File: config.mk
export PLATFORM = sky130hd
export DESIGN_NAME = status_frame_deframer
export DESIGN_NICKNAME = d
export VERILOG_FILES = /design/src/rtl/sfd_pkg.sv /design/src/rtl/status_frame_deframer.sv
export SDC_FILE = /design/constraint.sdc
export NUM_CORES = 1
export LEC_CHECK = 0
export ABC_CLOCK_PERIOD_IN_PS = 4900
export BUFFER_PORTS_ARGS = -buffer_cell sky130_fd_sc_hd__clkbuf_2
export CORE_MARGIN = 4
export CORE_UTILIZATION = 40
export DETAILED_ROUTE_END_ITERATION = 8
export HOLD_SLACK_MARGIN = 0.08
export PLACE_DENSITY = 0.71
export SYNTH_ARGS = -nofsm -noshare
export SYNTH_HDL_FRONTEND = slang
export SYNTH_SLANG_ARGS = --single-unit
File: constraint.sdc
create_clock -name clk -period 4.9 [get_ports clk]
set_input_delay 0.98 -clock clk [delete_from_list [all_inputs] [get_ports clk]]
set_output_delay 0.98 -clock clk [all_outputs]
set_load 0.005 [all_outputs]
File: src/rtl/sfd_pkg.sv
package sfd_pkg;

  // sync pair that opens every frame
  localparam logic [7:0] SYNC_A = 8'hEF;
  localparam logic [7:0] SYNC_B = 8'hDD;

  // frame types below this have a fixed length
  localparam logic [7:0] NUM_TYPES = 8'd9;

  // frame type codes
  localparam logic [7:0] TYPE_POWER     = 8'd0;
  localparam logic [7:0] TYPE_HOLD      = 8'd1;
  localparam logic [7:0] TYPE_TARGET    = 8'd2;
  localparam logic [7:0] TYPE_CURRENT   = 8'd3;
  localparam logic [7:0] TYPE_COUNTDOWN = 8'd4;
  localparam logic [7:0] TYPE_LIFT      = 8'd8;

  // result beat packing
  localparam int unsigned OUT_DATA_W = 32;
  localparam int unsigned OUT_USER_W = 11;

  typedef enum logic [1:0] {
    PH_HUNT_A  = 2'd0,
    PH_HUNT_B  = 2'd1,
    PH_IN_FRAME = 2'd2
  } phase_t;

  typedef enum logic [2:0] {
    ST_OK        = 3'd0,
    ST_BAD_VALUE = 3'd1,
    ST_BAD_TYPE  = 3'd2,
    ST_OVERLONG  = 3'd3,
    ST_TRUNCATED = 3'd4
  } frame_status_t;

  // whole frame length, type byte included, for the known types
  function automatic logic [2:0] type_len(input logic [7:0] t);
    logic [2:0] len;
    len = 3'd3;
    case (t) inside
      TYPE_TARGET, TYPE_CURRENT, TYPE_COUNTDOWN, 8'd5: len = 3'd4;
      default: len = 3'd3;
    endcase
    return len;
  endfunction

endpackage

File: src/rtl/status_frame_deframer.sv
// Status frame deframer. Received bytes arrive one per beat on in_tdata, with
// in_tlast marking the last byte of a notification. The block hunts for the
// sync pair EF DD, takes the next byte as the frame type and, for types 0 to 8,
// completes the frame after 3 or 4 bytes (type byte included). A completed
// frame updates the appliance status (power, hold, target and current
// temperature, units, countdown, lifted) and produces one result beat carrying
// the frame type, a status code and the full status after the frame. An EF DD
// pair inside a frame cuts it short: a frame of at least one byte is reported
// as truncated (status 4; status 2 if its type is unknown) with no status
// update. A frame of unknown type reaching MAX_FRAME bytes is dropped with
// status 3. Bytes are ignored entirely while cfg link_up is 0; write it only
// while the block is idle. Throughput is one byte per clock while no result
// beat is held by out_tready; a byte goes through an input register and then
// the result register, and a result beat held by out_tready still lets one
// more byte be taken into the input register.
module status_frame_deframer #(
  parameter int unsigned MAX_FRAME = 64
) (
  input  logic                              clk,
  input  logic                              rst_n,
  // configuration: bit 0 link_up
  input  logic                              cfg_we,
  input  logic                              cfg_wdata,
  // input stream
  input  logic                              in_tvalid,
  output logic                              in_tready,
  input  logic [7:0]                        in_tdata,  // [7:0] data_byte
  input  logic                              in_tlast,  // last_in_packet
  // result stream
  output logic                              out_tvalid,
  input  logic                              out_tready,
  // [0] power_on, [1] hold_on, [9:2] target_temp, [17:10] current_temp,
  // [18] fahrenheit, [26:19] countdown_value, [27] lifted_off, [31:28] zero
  output logic [sfd_pkg::OUT_DATA_W-1:0]    out_tdata,
  // [7:0] frame_type, [10:8] frame_status
  output logic [sfd_pkg::OUT_USER_W-1:0]    out_tuser
);
  import sfd_pkg::*;

  localparam int unsigned PW = $clog2(MAX_FRAME);
  localparam logic [PW-1:0] POS_LAST = PW'(MAX_FRAME - 1);

  // input register
  logic       in_valid_r;
  logic [7:0] in_byte_r;
  logic       in_last_r;

  // link enable
  logic link_up_r;

  // deframer control
  phase_t        phase_r, phase_nxt;
  logic [PW-1:0] pos_r, pos_nxt;
  logic          pending_r, pending_nxt;
  logic [7:0]    head0_r, head1_r, head2_r;

  // appliance status
  logic       power_r, power_nxt;
  logic       hold_r, hold_nxt;
  logic [7:0] target_r, target_nxt;
  logic [7:0] current_r, current_nxt;
  logic       fahr_r, fahr_nxt;
  logic [7:0] countdown_r, countdown_nxt;
  logic       lifted_r, lifted_nxt;

  // result register
  logic                  out_valid_r;
  logic [OUT_DATA_W-1:0] out_data_r;
  logic [OUT_USER_W-1:0] out_user_r;

  logic          advance;
  logic          work;
  logic          pend_hit;
  logic          in_frame;
  logic [7:0]    frame_typ;
  logic          known_typ;
  logic          complete;
  logic          overlong;
  logic          emit;
  frame_status_t status;
  frame_status_t apply_st;

  // the byte in the input register moves on once the result slot is free
  assign advance   = in_valid_r && (!out_valid_r || out_tready);
  assign in_tready = !in_valid_r || advance;
  assign work      = advance && link_up_r;

  // ef followed by dd inside a frame closes the frame before the ef
  assign pend_hit  = pending_r && (phase_r == PH_IN_FRAME) && (in_byte_r == SYNC_B);
  assign in_frame  = (phase_r == PH_IN_FRAME) && !pend_hit;

  // type byte as it stands after this byte is stored
  assign frame_typ = (pos_r == '0) ? in_byte_r : head0_r;
  assign known_typ = frame_typ < NUM_TYPES;
  assign complete  = in_frame && (pos_r != '0) && known_typ &&
                     (pos_r >= PW'(type_len(frame_typ) - 3'd1));
  assign overlong  = in_frame && !complete && (pos_r >= POS_LAST);

  // truncated frames need at least the type and one more byte
  assign emit = work && ((pend_hit && (pos_r >= PW'(2))) || complete || overlong);

  // control next state
  always_comb begin
    phase_nxt   = phase_r;
    pos_nxt     = pos_r;
    pending_nxt = pending_r;
    if (work) begin
      pending_nxt = 1'b0;
      if (pend_hit) begin
        phase_nxt = PH_IN_FRAME;
        pos_nxt   = '0;
      end else begin
        case (phase_r)
          PH_HUNT_B: begin
            if (in_byte_r == SYNC_B) begin
              phase_nxt = PH_IN_FRAME;
              pos_nxt   = '0;
            end
          end
          PH_IN_FRAME: begin
            if (complete) begin
              phase_nxt = PH_HUNT_B;
              pos_nxt   = '0;
            end else if (overlong) begin
              phase_nxt = PH_HUNT_A;
              pos_nxt   = '0;
            end else begin
              pending_nxt = (in_byte_r == SYNC_A) && !in_last_r;
              pos_nxt     = pos_r + PW'(1);
            end
          end
          default: begin
            // unused phase code behaves as hunting the first sync byte
            if (in_byte_r == SYNC_A) begin
              phase_nxt = PH_HUNT_B;
              pos_nxt   = '0;
            end
          end
        endcase
      end
    end
  end

  // status update for a completed frame
  always_comb begin
    power_nxt     = power_r;
    hold_nxt      = hold_r;
    target_nxt    = target_r;
    current_nxt   = current_r;
    fahr_nxt      = fahr_r;
    countdown_nxt = countdown_r;
    lifted_nxt    = lifted_r;
    apply_st      = ST_OK;
    case (frame_typ)
      TYPE_POWER: begin
        if (head1_r == 8'd1)      power_nxt = 1'b1;
        else if (head1_r == 8'd0) power_nxt = 1'b0;
        else                      apply_st  = ST_BAD_VALUE;
      end
      TYPE_HOLD: begin
        if (head1_r == 8'd1)      hold_nxt = 1'b1;
        else if (head1_r == 8'd0) hold_nxt = 1'b0;
        else                      apply_st = ST_BAD_VALUE;
      end
      TYPE_TARGET: begin
        target_nxt = head1_r;
        fahr_nxt   = (head2_r == 8'd1);
      end
      TYPE_CURRENT: begin
        current_nxt = head1_r;
        fahr_nxt    = (head2_r == 8'd1);
      end
      TYPE_COUNTDOWN: countdown_nxt = head1_r;
      TYPE_LIFT: begin
        if (head1_r == 8'd0)      lifted_nxt = 1'b1;
        else if (head1_r == 8'd1) lifted_nxt = 1'b0;
        else                      apply_st   = ST_BAD_VALUE;
      end
      default: apply_st = ST_BAD_TYPE;
    endcase
  end

  // result status code
  always_comb begin
    if (pend_hit)      status = known_typ ? ST_TRUNCATED : ST_BAD_TYPE;
    else if (complete) status = apply_st;
    else               status = ST_OVERLONG;
  end

  // control registers
  always_ff @(posedge clk) begin
    if (!rst_n) begin
      in_valid_r  <= 1'b0;
      link_up_r   <= 1'b0;
      phase_r     <= PH_HUNT_A;
      pos_r       <= '0;
      pending_r   <= 1'b0;
      power_r     <= 1'b0;
      hold_r      <= 1'b0;
      target_r    <= '0;
      current_r   <= '0;
      fahr_r      <= 1'b0;
      countdown_r <= '0;
      lifted_r    <= 1'b0;
      out_valid_r <= 1'b0;
    end else begin
      if (cfg_we) link_up_r <= cfg_wdata;
      if (in_tready) in_valid_r <= in_tvalid;
      phase_r   <= phase_nxt;
      pos_r     <= pos_nxt;
      pending_r <= pending_nxt;
      if (work && complete) begin
        power_r     <= power_nxt;
        hold_r      <= hold_nxt;
        target_r    <= target_nxt;
        current_r   <= current_nxt;
        fahr_r      <= fahr_nxt;
        countdown_r <= countdown_nxt;
        lifted_r    <= lifted_nxt;
      end
      if (advance)         out_valid_r <= emit;
      else if (out_tready) out_valid_r <= 1'b0;
    end
  end

  // payload registers
  always_ff @(posedge clk) begin
    if (in_tready && in_tvalid) begin
      in_byte_r <= in_tdata;
      in_last_r <= in_tlast;
    end
    if (work && in_frame) begin
      if (pos_r == PW'(0)) head0_r <= in_byte_r;
      if (pos_r == PW'(1)) head1_r <= in_byte_r;
      if (pos_r == PW'(2)) head2_r <= in_byte_r;
    end
    if (emit) begin
      out_user_r <= {status, frame_typ};
      if (complete) begin
        out_data_r <= {4'b0000, lifted_nxt, countdown_nxt, fahr_nxt, current_nxt,
                       target_nxt, hold_nxt, power_nxt};
      end else begin
        out_data_r <= {4'b0000, lifted_r, countdown_r, fahr_r, current_r,
                       target_r, hold_r, power_r};
      end
    end
  end

  assign out_tvalid = out_valid_r;
  assign out_tdata  = out_data_r;
  assign out_tuser  = out_user_r;

endmodule

# ---- Word level (Yosys, flattened, before mapping)
# Index checks and enable logic that the tools add are counted.
dict set report op_classes {
  addsub 2
  magnitude_cmp 4
  n_eq_ne 16
  muxes 42
  n_reduce_logical 39
}
# cell count
set op_table {}
lappend op_table {{$mux 8} 4}
lappend op_table {{$mux 6} 5}
lappend op_table {{$mux 28} 1}
lappend op_table {{$eq 8x1->1 const B} 3}
lappend op_table {{$mux 1} 20}
lappend op_table {{$eq 8x2->1 const B} 2}
lappend op_table {{$eq 8x3->1 const B} 2}
lappend op_table {{$eq 8x8->1 const B} 2}
lappend op_table {{$logic_and 1x1->1} 16}
lappend op_table {{$logic_not 8->1} 2}
lappend op_table {{$mux 3} 4}
lappend op_table {{$pmux 6 s2} 1}
lappend op_table {{$mux 2} 5}
lappend op_table {{$eq 8x4->1 const B} 1}
lappend op_table {{$lt 8x4->1 const B} 1}
lappend op_table {{$add 6x1->6 const B} 1}
lappend op_table {{$eq 6x1->1 const B} 1}
lappend op_table {{$eq 6x2->1 const B} 1}
lappend op_table {{$ge 6x2->1 const B} 1}
lappend op_table {{$ge 6x6->1} 1}
lappend op_table {{$ge 6x6->1 const B} 1}
lappend op_table {{$logic_not 6->1} 1}
lappend op_table {{$pmux 2 s3} 1}
lappend op_table {{$reduce_bool 6->1} 1}
lappend op_table {{other kinds (16)} 25}
dict set report word_totals {
  ff_bits 116
  in_bits 15
  elab_cells 123
}

# ---- Depth between registers and ports, before layout
dict set report depth {
  ltp_word 15
  depth_mapped 14
  depth_no_buf 13
}

# ---- Least setup slack after synthesis
# Ideal clock, no wire load.
dict set report synth_timing {
  kind {register -> register}
  start {reg pos_r[2]}
  end {reg out_data_r[0], in the netlist out_tdata[0], enable pin}
  setup_time_ns 0.461
  arrival_time_ns 4.607
  slack_ns -0.168
  path_stages_with_launch 12
  n_path_buf 0
  synth_period_minus_slack_ns 5.068
  path_cell_list {dfxtp_1 > nor4_2 > nand2_2 > mux2_2 > xor2_1 > and2_1 > ha_1 > nand2b_1 > a31oi_1 > a211oi_2 > nand2_2 > a31oi_1}
}
dict set report synth_via {
  elab_chain_cells 13
}
# item line_no
set synth_lines {}
lappend synth_lines {{start, declared} status_frame_deframer.sv:53} ;# logic [PW-1:0] pos_r, pos_nxt;
lappend synth_lines {{start signal, assigned} status_frame_deframer.sv:210} ;# pos_r <= pos_nxt;
lappend synth_lines {{$logic_not 6->1 (*)} status_frame_deframer.sv:93} ;# assign frame_typ = (pos_r == '0) ? in_byte_r : head0_r;
lappend synth_lines {{$mux 8 (*)} --}
lappend synth_lines {{named net frame_typ[1]} status_frame_deframer.sv:75} ;# logic [7:0] frame_typ;
lappend synth_lines {{$eq 8x2->1 or $eq 8x3->1 (tied branches)} status_frame_deframer.sv:96} ;# (pos_r >= PW'(type_len(frame_typ) - 3'd1));
lappend synth_lines {{$reduce_or 4->1} sfd_pkg.sv:40} ;# case (t) inside
lappend synth_lines {{$mux 3} sfd_pkg.sv:40}
lappend synth_lines {{$sub 3x1->4} status_frame_deframer.sv:96}
lappend synth_lines {{$ge 6x6->1} status_frame_deframer.sv:96}
lappend synth_lines {{$logic_and 1x1->1 (*)} status_frame_deframer.sv:95} ;# assign complete = in_frame && (pos_r != '0) && known_typ &&
lappend synth_lines {{$logic_not 1->1} status_frame_deframer.sv:97} ;# assign overlong = in_frame && !complete && (pos_r >= POS_LAST);
lappend synth_lines {{$logic_and 1x1->1 (2 in a row)} status_frame_deframer.sv:97}
lappend synth_lines {{$logic_or 1x1->1 (*)} status_frame_deframer.sv:100} ;# assign emit = work && ((pend_hit && (pos_r >= PW'(2))) || complete || overlong);
lappend synth_lines {{$logic_and 1x1->1 (*)} status_frame_deframer.sv:100}
lappend synth_lines {{named net emit} status_frame_deframer.sv:79} ;# logic emit;
lappend synth_lines {{end signal, assigned} status_frame_deframer.sv:240} ;# out_data_r <= {4'b0000, lifted_nxt, countdown_nxt, fahr_nxt, current_nxt,
lappend synth_lines {{end signal, assigned} status_frame_deframer.sv:243} ;# out_data_r <= {4'b0000, lifted_r, countdown_r, fahr_r, current_r,
lappend synth_lines {{end, declared} status_frame_deframer.sv:68} ;# logic [OUT_DATA_W-1:0] out_data_r;
# Mark *: on every way through the listed nets, which the timed path passes. The rest lies on a longest branch.
# A chain may end at the register's enable or synchronous reset.

# ---- Worst setup path after layout
dict set report layout_timing {
  start {reg pos_r[2]}
  end {reg out_user_r[0], in the netlist out_tuser[0], enable pin}
}
dict set report layout_via {
  elab_chain_cells 13
}
# item line_no
set layout_lines {}
lappend layout_lines {{$logic_not 6->1 (*)} status_frame_deframer.sv:93}
lappend layout_lines {{$mux 8 (*)} --}
lappend layout_lines {{named net frame_typ[1]} status_frame_deframer.sv:75}
lappend layout_lines {{$eq 8x2->1 or $eq 8x3->1 (tied branches)} status_frame_deframer.sv:96}
lappend layout_lines {{$reduce_or 4->1} sfd_pkg.sv:40}
lappend layout_lines {{$mux 3} sfd_pkg.sv:40}
lappend layout_lines {{$sub 3x1->4} status_frame_deframer.sv:96}
lappend layout_lines {{$ge 6x6->1} status_frame_deframer.sv:96}
lappend layout_lines {{$logic_and 1x1->1 (*)} status_frame_deframer.sv:95}
lappend layout_lines {{$logic_not 1->1} status_frame_deframer.sv:97}
lappend layout_lines {{$logic_and 1x1->1 (2 in a row)} status_frame_deframer.sv:97}
lappend layout_lines {{$logic_or 1x1->1 (*)} status_frame_deframer.sv:100}
lappend layout_lines {{$logic_and 1x1->1 (*)} status_frame_deframer.sv:100}
lappend layout_lines {{named net emit} status_frame_deframer.sv:79}
lappend layout_lines {{end signal, assigned} status_frame_deframer.sv:238} ;# out_user_r <= {status, frame_typ};
lappend layout_lines {{end, declared} status_frame_deframer.sv:69} ;# logic [OUT_USER_W-1:0] out_user_r;
# Marks and branches as above.

==> impl_metrics.ini <==
[clocking]
cts.sinks = 112
post_cts_resize_count = 0
htreeDepth = 3
cts_buffers = 9
cts_root_buf = clkbuf_16
cts_tree = done
clk_latency_ps = 350
post_cts_buffers = 0
clock_path_buffers = 2
clk_pin_slew_worst_paths_ps = 70
cts-hold-fix-buffers = 0

[synth]
synth_area_sq_mm = 0.00498
synth_top_family_by_area = simple AND/OR/NAND/NOR gates
async_reset_ff_frac = 0
synth_edf_count = 72
muxShareOfSynthArea = 0.143
synth_cells = 390
ys_seq_area_frac = 0.595
synth_fa_ha_area_frac = 0.0126
synth_compound_area_frac = 0.0699
synth_cell_type_count = 63
ys.flop_type = edfxtp_1
synth-seq-cells = 112
yosysWarningCount = 0
synth-xor-area-share = 0.00352
yosys.area_share.simple = 0.156
postSynthAreaPerCell_sq_um = 12.8

[cells_and_area]
fillers = 1132
drive_above_1_share = 0.284
syn_to_final_growth_pct = 15.5
num_antenna_cells = 0
utilization = 0.475
final_cell_mix = edfxtp_1 (72), clkbuf_2 (55), nand2_1 (40), dfxtp_1 (40), mux2i_1 (28)
mostFrequentLayoutCell = edfxtp_1
fin_nets = 470

[pwr]
cellLeakagePower_nw = 2.22
ir_worst_vdd_v = 0.000242
powerDensity_mw_per_mm2 = 309

[hold_path]
min_path_type = reg -> reg
worstHoldStart = pending_r
hold_depth = 2

[timing]
period_share = 0.874
fin_skew_ps = 8.59
worst_pin_slew_ps = 923
slew_viol_final = 0
period_needed_ps = 4280
maxSlewHeadroom = 0.382
max_freq_mhz = 233
rsz0062_at_grt = false
holdWs_ps = 456
setup_violations = 0
finalSetupTns_ps = 0
final-hold-violation-count = 0

[detailed_routing]
wl_met1_um = 4660
vias_per_cell = 5.18
routed-wl-met3_um = 560
met2_length_um = 5070
vias = 3228
drt-pass1-iter-count = 5
drtIter0Drc = 214
wl_um = 10400
route.detailed.drc = 0
maxUsedRoutingLayer = met4
ant_nets = 0
post_drt_wl_per_cell_um = 16.7

[setup_path]
required_ps = 4950
path_class = reg -> reg
slowest_delay_ps = 500
crit_arrival_ps = 4330
r2r_cells = 12
startpoint = pos_r[2]
crit_chain = nor4_2 > nand2_2 > mux2_2 > xor2_1 > and2_1 > ha_1 > nand2b_1 > a31oi_1 > a211oi_2 > nand2_2 > a31oi_4 > buf_12
cp-start-kind = register
slowest_stage = nor4_2
r2r_start = pos_r[2]
cp_max_fo = 32
crit_path_frequent_cell = nand2_2
crit_path_end_kind = register

[placed_design]
port_buffers = 55
routabilityCongestion = 0.872
hpwl_um = 7520

[grt]
grt_pass1_vias = 3358
grt_max_degree = 40
gr-usage-all-layers = 0.152
grt_overflow = 0
grt_antenna_before_repair = 0
grt_pass1_wl_um = 17300

[floorplanning]
ios = 60
die_h_um = 120
core-area_sq_mm = 0.0121
die-width_um = 120
std_cell_rows = 40
design.die.area_sq_mm = 0.0143
initial_core_util = 0.411

[flow_run]
cap_viol_max_count = 0

[status]
status = completed
==> final cells by class <==
cell class | instances | area [sq um] | area share
flip-flops and latches | 112 | 2960 | 0.515
repair buffers | 59 | 318 | 0.0553
inverters | 7 | 26.3 | 0.00457
clock buffers | 10 | 239 | 0.0416
multi-input cells | 261 | 1940 | 0.338
clock inverters | 6 | 47.5 | 0.00827
well taps | 168 | 210 | 0.0366
==> registers in the layout (all words and copies together), names as in the netlist, 2 cells and up <==
| name | flops |
|---|---|
| countdown_r | 8 |
| current_r | 8 |
| head0_r | 8 |
| head1_r | 8 |
| head2_r | 8 |
| in_byte_r | 8 |
| out_tdata | 28 |
| out_tuser | 11 |
| phase_r | 2 |
| pos_r | 6 |
| target_r | 8 |
==> cells by family after synthesis <==
group,Yosys count
compound gates,48
xor+xnor,2
fa+ha+maj,5
buf+inv,20
flops,112
mux,60
other cells,1
simple gates,142
==> synth_stat cells, types with 6 or more instances <==
cell	number	share of area
a21oi_1	9	0.0091
and3_1	6	0.0075
clkbuf_1	7	0.0053
dfxtp_1	40	0.16
edfxtp_1	72	0.43
inv_1	6	0.0045
mux2_2	15	0.034
mux2_4	16	0.048
mux2i_1	28	0.056
nand2_1	40	0.030
nand3_1	15	0.015
nor2_1	26	0.020
o21ai_0	7	0.0070
o31ai_1	6	0.0091
==> metal layers <==
metal | vias up | global-route usage
met2 | 86 | 0.250
met3 | 12 | 0.0344
met1 | 1557 | 0.199
met4 | 0 | 0.0544
met5 | - | 0
li1 | 1573 | -
==> critical path, delay by kind of cell (launching register included) <==
kind	cells	cell delay (ps)
multiplexers	1	420
adder cells (fa/ha/maj)	1	260
AND/OR/NAND/NOR	5	1410
AO/OA/AOI/OAI	3	1080
XOR/XNOR	1	170
flip-flops	1	360
buffers and inverters	1	270
==> report_power, final <==
group / internal [mW] / switching [mW]
logic: 0.0192 / 0.0326
registers: 1.01 / 0.0125
clock network: 0.366 / 0.336
==> metrics by stage <==
stage	power, mW	std cells	cell area, sq um	setup slack [ps]
2_1_floorplan	1.07	393	4990	697
3_3_place_gp	1.09	607	5460	795
3_5_place_dp	1.09	607	5460	638
4_1_cts	1.79	623	5750	626
5_1_grt	1.83	623	5750	350
6_report	1.77	623	5750	615
==> final timing paths <==
check                                    end  slack (ps)
worst max-delay path            out_tuser[0]         620
worst min-delay path               pending_r         460
worst max register to register  out_tuser[0]         620
worst min register to register     pending_r         460
(Power assumes the default switching activity.)
